===== src/rtl/gcas_pkg.sv =====
// Shared types and constants for the grow chamber actuator scheduler.
`timescale 1ns / 1ps
`default_nettype none

package gcas_pkg;

    typedef enum logic [2:0] {
        CFG_SUNRISE     = 3'd0,
        CFG_SUNSET      = 3'd1,
        CFG_WATER_MIN   = 3'd2,
        CFG_WATER_TICKS = 3'd3,
        CFG_WIND_WAIT   = 3'd4,
        CFG_WIND_ON     = 3'd5,
        CFG_LOW_LIMIT   = 3'd6,
        CFG_HIGH_LIMIT  = 3'd7
    } cfg_idx_t;

    localparam int unsigned MIN_PER_HOUR = 60;

    typedef struct packed {
        logic        [10:0] sunrise_minute;
        logic        [10:0] sunset_minute;
        logic        [15:0] watering_ticks;
        logic        [15:0] wind_wait_ticks;
        logic        [15:0] wind_on_ticks;
        logic signed [7:0]  cold_limit;
        logic signed [7:0]  hot_limit;
        logic        [5:0]  water_hour;
        logic        [5:0]  water_min;
        logic        [5:0]  water_min_next;
    } cfg_t;

endpackage

`default_nettype wire


===== src/rtl/gcas_cfg_regs.sv =====
// Configuration register file with the watering minute split into hour and minute.
`timescale 1ns / 1ps
`default_nettype none

module gcas_cfg_regs (
    input  wire logic          clk,
    input  wire logic          rst_n,
    input  wire logic          cfg_valid,
    output logic               cfg_ready,
    input  wire logic [2:0]    cfg_index,
    input  wire logic [15:0]   cfg_data,
    output gcas_pkg::cfg_t     cfg
);
    import gcas_pkg::*;

    cfg_t        cfg_reg;
    cfg_t        cfg_next;
    logic [21:0] wprod;
    logic [5:0]  wq0;
    logic [11:0] wrem0;
    logic [5:0]  whour;
    logic [5:0]  wmin;
    logic        cfg_fire;

    assign cfg_ready = 1'b1;
    assign cfg_fire  = cfg_valid && cfg_ready;
    assign cfg       = cfg_reg;

    // divide by 60 through a reciprocal that never overshoots, then correct once
    always_comb
    begin
        wprod = {11'd0, cfg_data[10:0]} * 22'd1092;
        wq0   = wprod[21:16];
        wrem0 = {1'b0, cfg_data[10:0]} - 12'({6'd0, wq0} * 12'(MIN_PER_HOUR));
        if (wrem0 >= 12'(MIN_PER_HOUR))
        begin
            whour = wq0 + 6'd1;
            wmin  = 6'(wrem0 - 12'(MIN_PER_HOUR));
        end
        else
        begin
            whour = wq0;
            wmin  = 6'(wrem0);
        end
    end

    always_comb
    begin
        cfg_next = cfg_reg;
        if (cfg_fire)
        begin
            unique case (cfg_idx_t'(cfg_index))
                CFG_SUNRISE:     cfg_next.sunrise_minute  = cfg_data[10:0];
                CFG_SUNSET:      cfg_next.sunset_minute   = cfg_data[10:0];
                CFG_WATER_MIN:
                begin
                    cfg_next.water_hour     = whour;
                    cfg_next.water_min      = wmin;
                    cfg_next.water_min_next = (wmin == 6'(MIN_PER_HOUR - 1)) ? 6'd0
                                                                            : wmin + 6'd1;
                end
                CFG_WATER_TICKS: cfg_next.watering_ticks  = cfg_data;
                CFG_WIND_WAIT:   cfg_next.wind_wait_ticks = cfg_data;
                CFG_WIND_ON:     cfg_next.wind_on_ticks   = cfg_data;
                CFG_LOW_LIMIT:   cfg_next.cold_limit      = cfg_data[7:0];
                CFG_HIGH_LIMIT:  cfg_next.hot_limit       = cfg_data[7:0];
                default:         cfg_next = cfg_reg;
            endcase
        end
    end

    always_ff @(posedge clk or negedge rst_n)
    begin
        if (!rst_n)
        begin
            cfg_reg.sunrise_minute  <= 11'd420;
            cfg_reg.sunset_minute   <= 11'd1260;
            cfg_reg.watering_ticks  <= 16'd60;
            cfg_reg.wind_wait_ticks <= 16'd600;
            cfg_reg.wind_on_ticks   <= 16'd60;
            cfg_reg.cold_limit      <= 8'sd15;
            cfg_reg.hot_limit       <= 8'sd30;
            cfg_reg.water_hour      <= 6'd8;
            cfg_reg.water_min       <= 6'd0;
            cfg_reg.water_min_next  <= 6'd1;
        end
        else
        begin
            cfg_reg <= cfg_next;
        end
    end

endmodule

`default_nettype wire


===== src/rtl/grow_chamber_actuator_scheduler_core.sv =====
// Top level: tick input register, actuator state update and result register.
// A tick word is held in the input register, its drive bits in the result registers.
// Throughput: one tick word per cycle unless out_stall holds; each tick's update is
// one pass of compares and 16-bit increments between the input and result registers.
// Reset: drives, flags and counters clear at once, configuration takes its defaults.
`timescale 1ns / 1ps
`default_nettype none

module grow_chamber_actuator_scheduler_core #(
    parameter int unsigned HEATER_ON_TICKS = 600
) (
    input  wire logic               clk,
    input  wire logic               rst_n,
    input  wire logic               in_valid,
    output logic                    in_stall,
    input  wire logic [4:0]         hour_now,
    input  wire logic [5:0]         minute_now,
    input  wire logic signed [11:0] temperature,
    output logic                    out_valid,
    input  wire logic               out_stall,
    output logic                    light_drive,
    output logic                    pump_drive,
    output logic                    fan_drive,
    output logic                    heater_drive,
    input  wire logic               cfg_valid,
    output logic                    cfg_ready,
    input  wire logic [2:0]         cfg_index,
    input  wire logic [15:0]        cfg_data
);
    import gcas_pkg::*;

    cfg_t cfg;

    gcas_cfg_regs u_cfg (
        .clk       (clk),
        .rst_n     (rst_n),
        .cfg_valid (cfg_valid),
        .cfg_ready (cfg_ready),
        .cfg_index (cfg_index),
        .cfg_data  (cfg_data),
        .cfg       (cfg)
    );

    logic               s1_valid_reg;
    logic               s1_valid_next;
    logic [4:0]         hour_reg;
    logic [5:0]         minute_reg;
    logic signed [11:0] temp_reg;
    logic               out_valid_reg;
    logic               out_valid_next;
    logic               in_fire;
    logic               adv;

    logic        light_reg, pump_reg, fan_reg, heater_reg, wind_reg, wdone_reg;
    logic        light_next, pump_next, fan_next, heater_next, wind_next, wdone_next;
    logic [15:0] wwait_cnt_reg, won_cnt_reg, pump_cnt_reg, heat_cnt_reg;
    logic [15:0] wwait_cnt_next, won_cnt_next, pump_cnt_next, heat_cnt_next;

    logic [10:0]        now_min;
    logic signed [11:0] low16;
    logic signed [11:0] high16;

    assign adv      = s1_valid_reg && (!out_valid_reg || !out_stall);
    assign in_stall = s1_valid_reg && !adv;
    assign in_fire  = in_valid && !in_stall;

    assign out_valid    = out_valid_reg;
    assign light_drive  = light_reg;
    assign pump_drive   = pump_reg;
    assign fan_drive    = fan_reg;
    assign heater_drive = heater_reg;

    always_comb
    begin
        s1_valid_next = in_fire ? 1'b1 : (adv ? 1'b0 : s1_valid_reg);
        if (adv)
            out_valid_next = 1'b1;
        else if (!out_stall)
            out_valid_next = 1'b0;
        else
            out_valid_next = out_valid_reg;
    end

    assign now_min = 11'({6'd0, hour_reg} * 11'(MIN_PER_HOUR)) + {5'd0, minute_reg};
    assign low16   = {cfg.cold_limit, 4'b0000};
    assign high16  = {cfg.hot_limit, 4'b0000};

    always_comb
    begin
        light_next     = light_reg;
        pump_next      = pump_reg;
        fan_next       = fan_reg;
        heater_next    = heater_reg;
        wind_next      = wind_reg;
        wdone_next     = wdone_reg;
        wwait_cnt_next = wwait_cnt_reg;
        won_cnt_next   = won_cnt_reg;
        pump_cnt_next  = pump_cnt_reg;
        heat_cnt_next  = heat_cnt_reg;

        if (adv)
        begin
            light_next = (cfg.sunrise_minute <= now_min) && (now_min <= cfg.sunset_minute);

            if (pump_next)
                pump_cnt_next = pump_cnt_next + 16'd1;
            if (!pump_next && ({1'b0, hour_reg} == cfg.water_hour) && !wdone_next
                && (minute_reg == cfg.water_min))
            begin
                pump_next     = 1'b1;
                wdone_next    = 1'b1;
                pump_cnt_next = 16'd0;
            end
            if (pump_next && (pump_cnt_next == cfg.watering_ticks))
            begin
                pump_next     = 1'b0;
                pump_cnt_next = 16'd0;
            end
            if (minute_reg == cfg.water_min_next)
                wdone_next = 1'b0;

            if (wind_next)
                won_cnt_next = won_cnt_next + 16'd1;
            if (wwait_cnt_next == cfg.wind_wait_ticks)
            begin
                fan_next       = 1'b1;
                wind_next      = 1'b1;
                wwait_cnt_next = 16'd0;
            end
            if (wind_next && (won_cnt_next == cfg.wind_on_ticks))
            begin
                fan_next     = 1'b0;
                wind_next    = 1'b0;
                won_cnt_next = 16'd0;
            end

            if (heater_next)
                heat_cnt_next = heat_cnt_next + 16'd1;
            if (temp_reg < low16)
                heater_next = 1'b1;
            if (heater_next && (heat_cnt_next == 16'(HEATER_ON_TICKS)))
            begin
                heater_next   = 1'b0;
                heat_cnt_next = 16'd0;
            end

            if (temp_reg > high16)
                fan_next = 1'b1;
            else if (!wind_next)
                fan_next = 1'b0;

            wwait_cnt_next = wwait_cnt_next + 16'd1;
        end
    end

    always_ff @(posedge clk)
    begin
        if (in_fire)
        begin
            hour_reg   <= hour_now;
            minute_reg <= minute_now;
            temp_reg   <= temperature;
        end
    end

    always_ff @(posedge clk or negedge rst_n)
    begin
        if (!rst_n)
        begin
            s1_valid_reg  <= 1'b0;
            out_valid_reg <= 1'b0;
            light_reg     <= 1'b0;
            pump_reg      <= 1'b0;
            fan_reg       <= 1'b0;
            heater_reg    <= 1'b0;
            wind_reg      <= 1'b0;
            wdone_reg     <= 1'b0;
            wwait_cnt_reg <= 16'd0;
            won_cnt_reg   <= 16'd0;
            pump_cnt_reg  <= 16'd0;
            heat_cnt_reg  <= 16'd0;
        end
        else
        begin
            s1_valid_reg  <= s1_valid_next;
            out_valid_reg <= out_valid_next;
            light_reg     <= light_next;
            pump_reg      <= pump_next;
            fan_reg       <= fan_next;
            heater_reg    <= heater_next;
            wind_reg      <= wind_next;
            wdone_reg     <= wdone_next;
            wwait_cnt_reg <= wwait_cnt_next;
            won_cnt_reg   <= won_cnt_next;
            pump_cnt_reg  <= pump_cnt_next;
            heat_cnt_reg  <= heat_cnt_next;
        end
    end

    a_pump_cnt_idle: assert property (@(posedge clk) disable iff (!rst_n)
        !pump_reg |-> (pump_cnt_reg == 16'd0))
        else $error("pump count nonzero while pump off");

    a_heat_cnt_idle: assert property (@(posedge clk) disable iff (!rst_n)
        !heater_reg |-> (heat_cnt_reg == 16'd0))
        else $error("heater count nonzero while heater off");

    a_wind_cnt_idle: assert property (@(posedge clk) disable iff (!rst_n)
        !wind_reg |-> (won_cnt_reg == 16'd0))
        else $error("wind count nonzero while no burst");

    a_wind_fan: assert property (@(posedge clk) disable iff (!rst_n)
        wind_reg |-> fan_reg)
        else $error("wind burst active with fan off");

    a_hold_on_stall: assert property (@(posedge clk) disable iff (!rst_n)
        (out_valid && out_stall) |=> ($stable(wwait_cnt_reg) && $stable(fan_reg)))
        else $error("state advanced while result stalled");

endmodule

`default_nettype wire


===== config.mk =====
export PLATFORM = sky130hd
export DESIGN_NAME = grow_chamber_actuator_scheduler_core
export DESIGN_NICKNAME = d
export VERILOG_FILES = /design/src/rtl/gcas_pkg.sv /design/src/rtl/gcas_cfg_regs.sv /design/src/rtl/grow_chamber_actuator_scheduler_core.sv
export SDC_FILE = /design/constraint.sdc
export NUM_CORES = 1
export LEC_CHECK = 0
export ABC_AREA = 1
export BUFFER_PORTS_ARGS = -buffer_cell sky130_fd_sc_hd__buf_2
export CORE_ASPECT_RATIO = 0.6
export CORE_MARGIN = 4
export CORE_UTILIZATION = 65
export CTS_BUF_LIST = sky130_fd_sc_hd__clkbuf_4
export DETAILED_ROUTE_END_ITERATION = 8
export GPL_TIMING_DRIVEN = 0
export PLACE_DENSITY = 0.83
export SYNTH_ARGS = -nofsm -noshare
export SYNTH_HDL_FRONTEND = slang
export SYNTH_SLANG_ARGS = --single-unit

===== constraint.sdc =====
create_clock -name clk -period 5 [get_ports clk]
set_input_delay 1 -clock clk [delete_from_list [all_inputs] [get_ports clk]]
set_output_delay 1 -clock clk [all_outputs]
set_load 0.05 [all_outputs]

==> load_flow_metrics.sql <==
INSERT INTO impl_metrics (metric_group, metric, value, unit) VALUES
('outcome', 'outcome', 'finished, violations left', ''),
('outcome', 'failing_checks', 'setup timing', ''),
('global_route', 'wire_length_of_the_first_global_routing_pass', '59300', 'um'),
('clocking', 'numCtsBuffers', '17', ''),
('finish', 'layout-drive-gt1-share', '0.154', ''),
('logic_synthesis', 'synthDistinctLibCells', '54', ''),
('finish', 'num-nets-final', '2034', ''),
('logic_synthesis', 'ys_warn_count', '0', ''),
('drt', 'detail_route.drc_violations', '0', ''),
('floorplan', 'row_count', '40', ''),
('timing', 'finalMaxSlewViolations', '0', ''),
('floorplan', 'start_util', '0.672', ''),
('drt', 'via_count', '12400', ''),
('timing', 'max_clock_freq', '0.146', 'GHz'),
('logic_synthesis', 'synthesized_flop_and_latch_total', '199', ''),
('floorplan', 'die_width', '195', 'um'),
('worst_setup_path', 'startpoint', 'cfg_data[4]', ''),
('drt', 'drtAntennaViolNets', '0', ''),
('floorplan', 'vertical_extent_of_the_die', '120', 'um'),
('worst_setup_path', 'reg2regPathDepth', '22', ''),
('worst_setup_path', 'critPathMostFrequentCell', 'sky130_fd_sc_hd__nand2_1', ''),
('timing', 'fin_crit', '6860', 'ps'),
('finish', 'post-route-util', '0.760', ''),
('worst_setup_path', 'reg2reg_from', 'hour_reg[2]$_DFFE_PP_', ''),
('clocking', 'cts_htree_levels', '4', ''),
('finish', 'largest_reg_flops', '104', ''),
('logic_synthesis', 'synth_seq_area_share', '0.376', ''),
('timing', 'unrepaired_setup_endpoints_after_global_routing', 'true', ''),
('worst_setup_path', 'critical_path.top_delay_family', 'adder cells', ''),
('power_and_ir_drop', 'power.ir.vdd_worst', '0.631', 'mV'),
('power_and_ir_drop', 'leakage', '0.00761', 'uW'),
('clocking', 'clock_transition_at_the_registers_of_the_reported_paths', '170', 'ps'),
('clocking', 'worstSkewPairLatency', '620', 'ps'),
('worst_setup_path', 'endpoint_kind', 'register', ''),
('placement', 'place.port_buffers', '52', ''),
('timing', 'layout_worst_path_cycle_share', '1.37', ''),
('drt', 'dr.first_iter.drc_count', '1258', ''),
('timing', 'worst_slew_margin_rel', '0.286', ''),
('timing', 'fin_worst_hold_slack', '344', 'ps'),
('worst_setup_path', 'cp.required', '5530', 'ps'),
('worst_setup_path', 'worstSetupPathDepth', '42', ''),
('timing', 'final_hold_viol_count', '0', ''),
('finish', 'finalInstanceArea', '15400', 'um^2'),
('logic_synthesis', 'synth_nets', '1935', ''),
('clocking', 'clkSinkCount', '199', ''),
('worst_setup_path', 'crit_path_max_incr_delay', '490', 'ps'),
('global_route', 'total_global_routing_track_utilization', '0.315', ''),
('worst_setup_path', 'worstPathArrival', '7400', 'ps'),
('clocking', 'root_buffer_cell', 'sky130_fd_sc_hd__clkbuf_4', ''),
('floorplan', 'design.core.area', '20300', 'um^2'),
('placement', 'globalplace.congestion', '0.955', ''),
('timing', 'final_setup_violations', '15', ''),
('global_route', 'first_global_vias', '11800', ''),
('placement', 'post-dp-hpwl', '27000', 'um'),
('drt', 'route.detailed.wl_per_inst', '17.3', 'um'),
('worst_setup_path', 'startpoint_type', 'primary input', ''),
('drt', 'routed_wirelength', '37000', 'um'),
('min_path', 'hold_path_class', 'in -> async', ''),
('placement', 'post_place_instance_area', '14500', 'um^2'),
('logic_synthesis', 'synthArstFlopShare', '0.884', ''),
('global_route', 'antenna_found_initial', '1', ''),
('floorplan', 'ios', '54', ''),
('logic_synthesis', 'post_synth.cell_area_avg', '7.78', 'um^2'),
('logic_synthesis', 'syn-cell-area', '13600', 'um^2'),
('power_and_ir_drop', 'power_density', '606', 'nW/um^2'),
('drt', 'detail_route.vias_per_cell', '5.80', ''),
('logic_synthesis', 'predominant_post_synthesis_flop_cell', 'sky130_fd_sc_hd__dfrtp_1', ''),
('worst_setup_path', 'worstSetupPathType', 'in -> reg', ''),
('finish', 'layout-area-overhead-vs-synth', '13.2', '%'),
('worst_setup_path', 'cp_num_buf_inv', '7', ''),
('global_route', 'grt_remaining_overflow', '0', ''),
('flow_run', 'cap_violations', '0', ''),
('timing', 'setup_slack', '-1860', 'ps'),
('logic_synthesis', 'netlist_instances', '1754', ''),
('timing', 'worst-slew-pin-transition', '1070', 'ps'),
('clocking', 'max-clock-path-buffers', '2', ''),
('worst_setup_path', 'crit_path_max_fanout', '5', ''),
('logic_synthesis', 'edff_count_synth', '23', ''),
('timing', 'timing.clock.skew', '25.7', 'ps'),
('global_route', 'grt_start_max_net_pins', '98', ''),
('drt', 'drt_pass1_iterations', '6', ''),
('floorplan', 'die-area', '23500', 'um^2'),
('worst_setup_path', 'crit_slowest_cell', 'sky130_fd_sc_hd__fa_1', ''),
('clocking', 'cts_tree', 'done', '');
[worst paths after layout]
kind	end	slack [ps]
min	u_cfg.cfg[33]$_DFFE_PN0P_	340
max	u_cfg.cfg[5]$_DFFE_PN0P_	-1860
max in group asynchronous	u_cfg.cfg[70]$_DFFE_PN1P_	3710
min reg2reg	u_cfg.cfg[0]$_DFFE_PN1P_	490
max reg2reg	light_drive$_DFFE_PN0P_	380
min in group clk	u_cfg.cfg[0]$_DFFE_PN1P_	490
[kinds of logic after synthesis]
| logic type | count (synthesis) | synth area share |
|---|---|---|
| AO/OA/AOI/OAI | 217 | 0.0842 |
| XOR/XNOR | 109 | 0.0705 |
| adder cells (fa/ha/maj) | 134 | 0.131 |
| buffers and inverters | 262 | 0.0755 |
| flip-flops | 199 | 0.376 |
| multiplexers | 1 | 0.000733 |
| other | 1 | 0.000275 |
| AND/OR/NAND/NOR | 831 | 0.261 |
[timing repair]
item	in CTS	in global routing
hold buffers	0	0
buffers inserted	18	9
setup endpoints to repair	15	15
pin swaps	48	40
resized for setup	65	39
[layout make-up]
type,count,area (um^2)
Clock inverter,14,141
Inverter,222,836
Clock buffer,18,135
Tap cell,273,342
Antenna cell,1,2.50
Fill cell,1464,4870
Timing Repair Buffer,80,567
Multi-Input combinational cell,1293,8090
Buffer,40,204
Sequential cell,199,5130
[power breakdown]
group	switching (uW)	total (uW)	internal, uW
Clock	604	870	266
Sequential	304	2310	2010
Combinational	3790	6180	2400
Total	4690	9370	4670
[cells in the final DEF, fill, tap and decap left out, drive strengths merged, types with 13 or more instances in the layout]
cell / n
a21oi: 47
buf: 91
clkbuf: 47
dfrtp: 144
dfstp: 32
edfxtp: 23
fa: 15
ha: 119
inv: 224
nand2: 528
nand3: 92
nand4: 44
nor2: 132
nor3: 13
o21ai: 146
xnor2: 48
xor2: 61
[per-layer routing]
metal	vias to the layer above	wire (um)	global-route usage
li1	5832	-	-
met2	648	15500	0.459
met5	-	0	0
met3	79	4120	0.0819
met1	5863	16600	0.476
met4	0	659	0.0680
[metrics by stage]
step	std cells	TNS, ps	power (uW)	worst slack (ps)
5_1_grt	2140	-28520	10100	-2050
6_report	2140	-25670	9370	-1860
3_3_place_gp	2079	-34900	6870	-2530
3_5_place_dp	2080	-37460	7120	-2730
4_1_cts	2130	-20850	8570	-1480
2_1_floorplan	1754	-20000	5990	-1500
[synth_stat cells (all sizes together) (23+ instances only)]
library cell  instances  area (um^2)
a21oi                47          235
dfstp                32          841
xor2                 61          542
nor2                132          526
nand3                92          493
o21ai               146          734
xnor2                48          420
nand2               528         2020
clkbuf               27          101
nand4                44          290
dfrtp               144         3600
edfxtp               23          691
ha                  119         1490
inv                 218          818
Power figures use the tool's default switching activity.
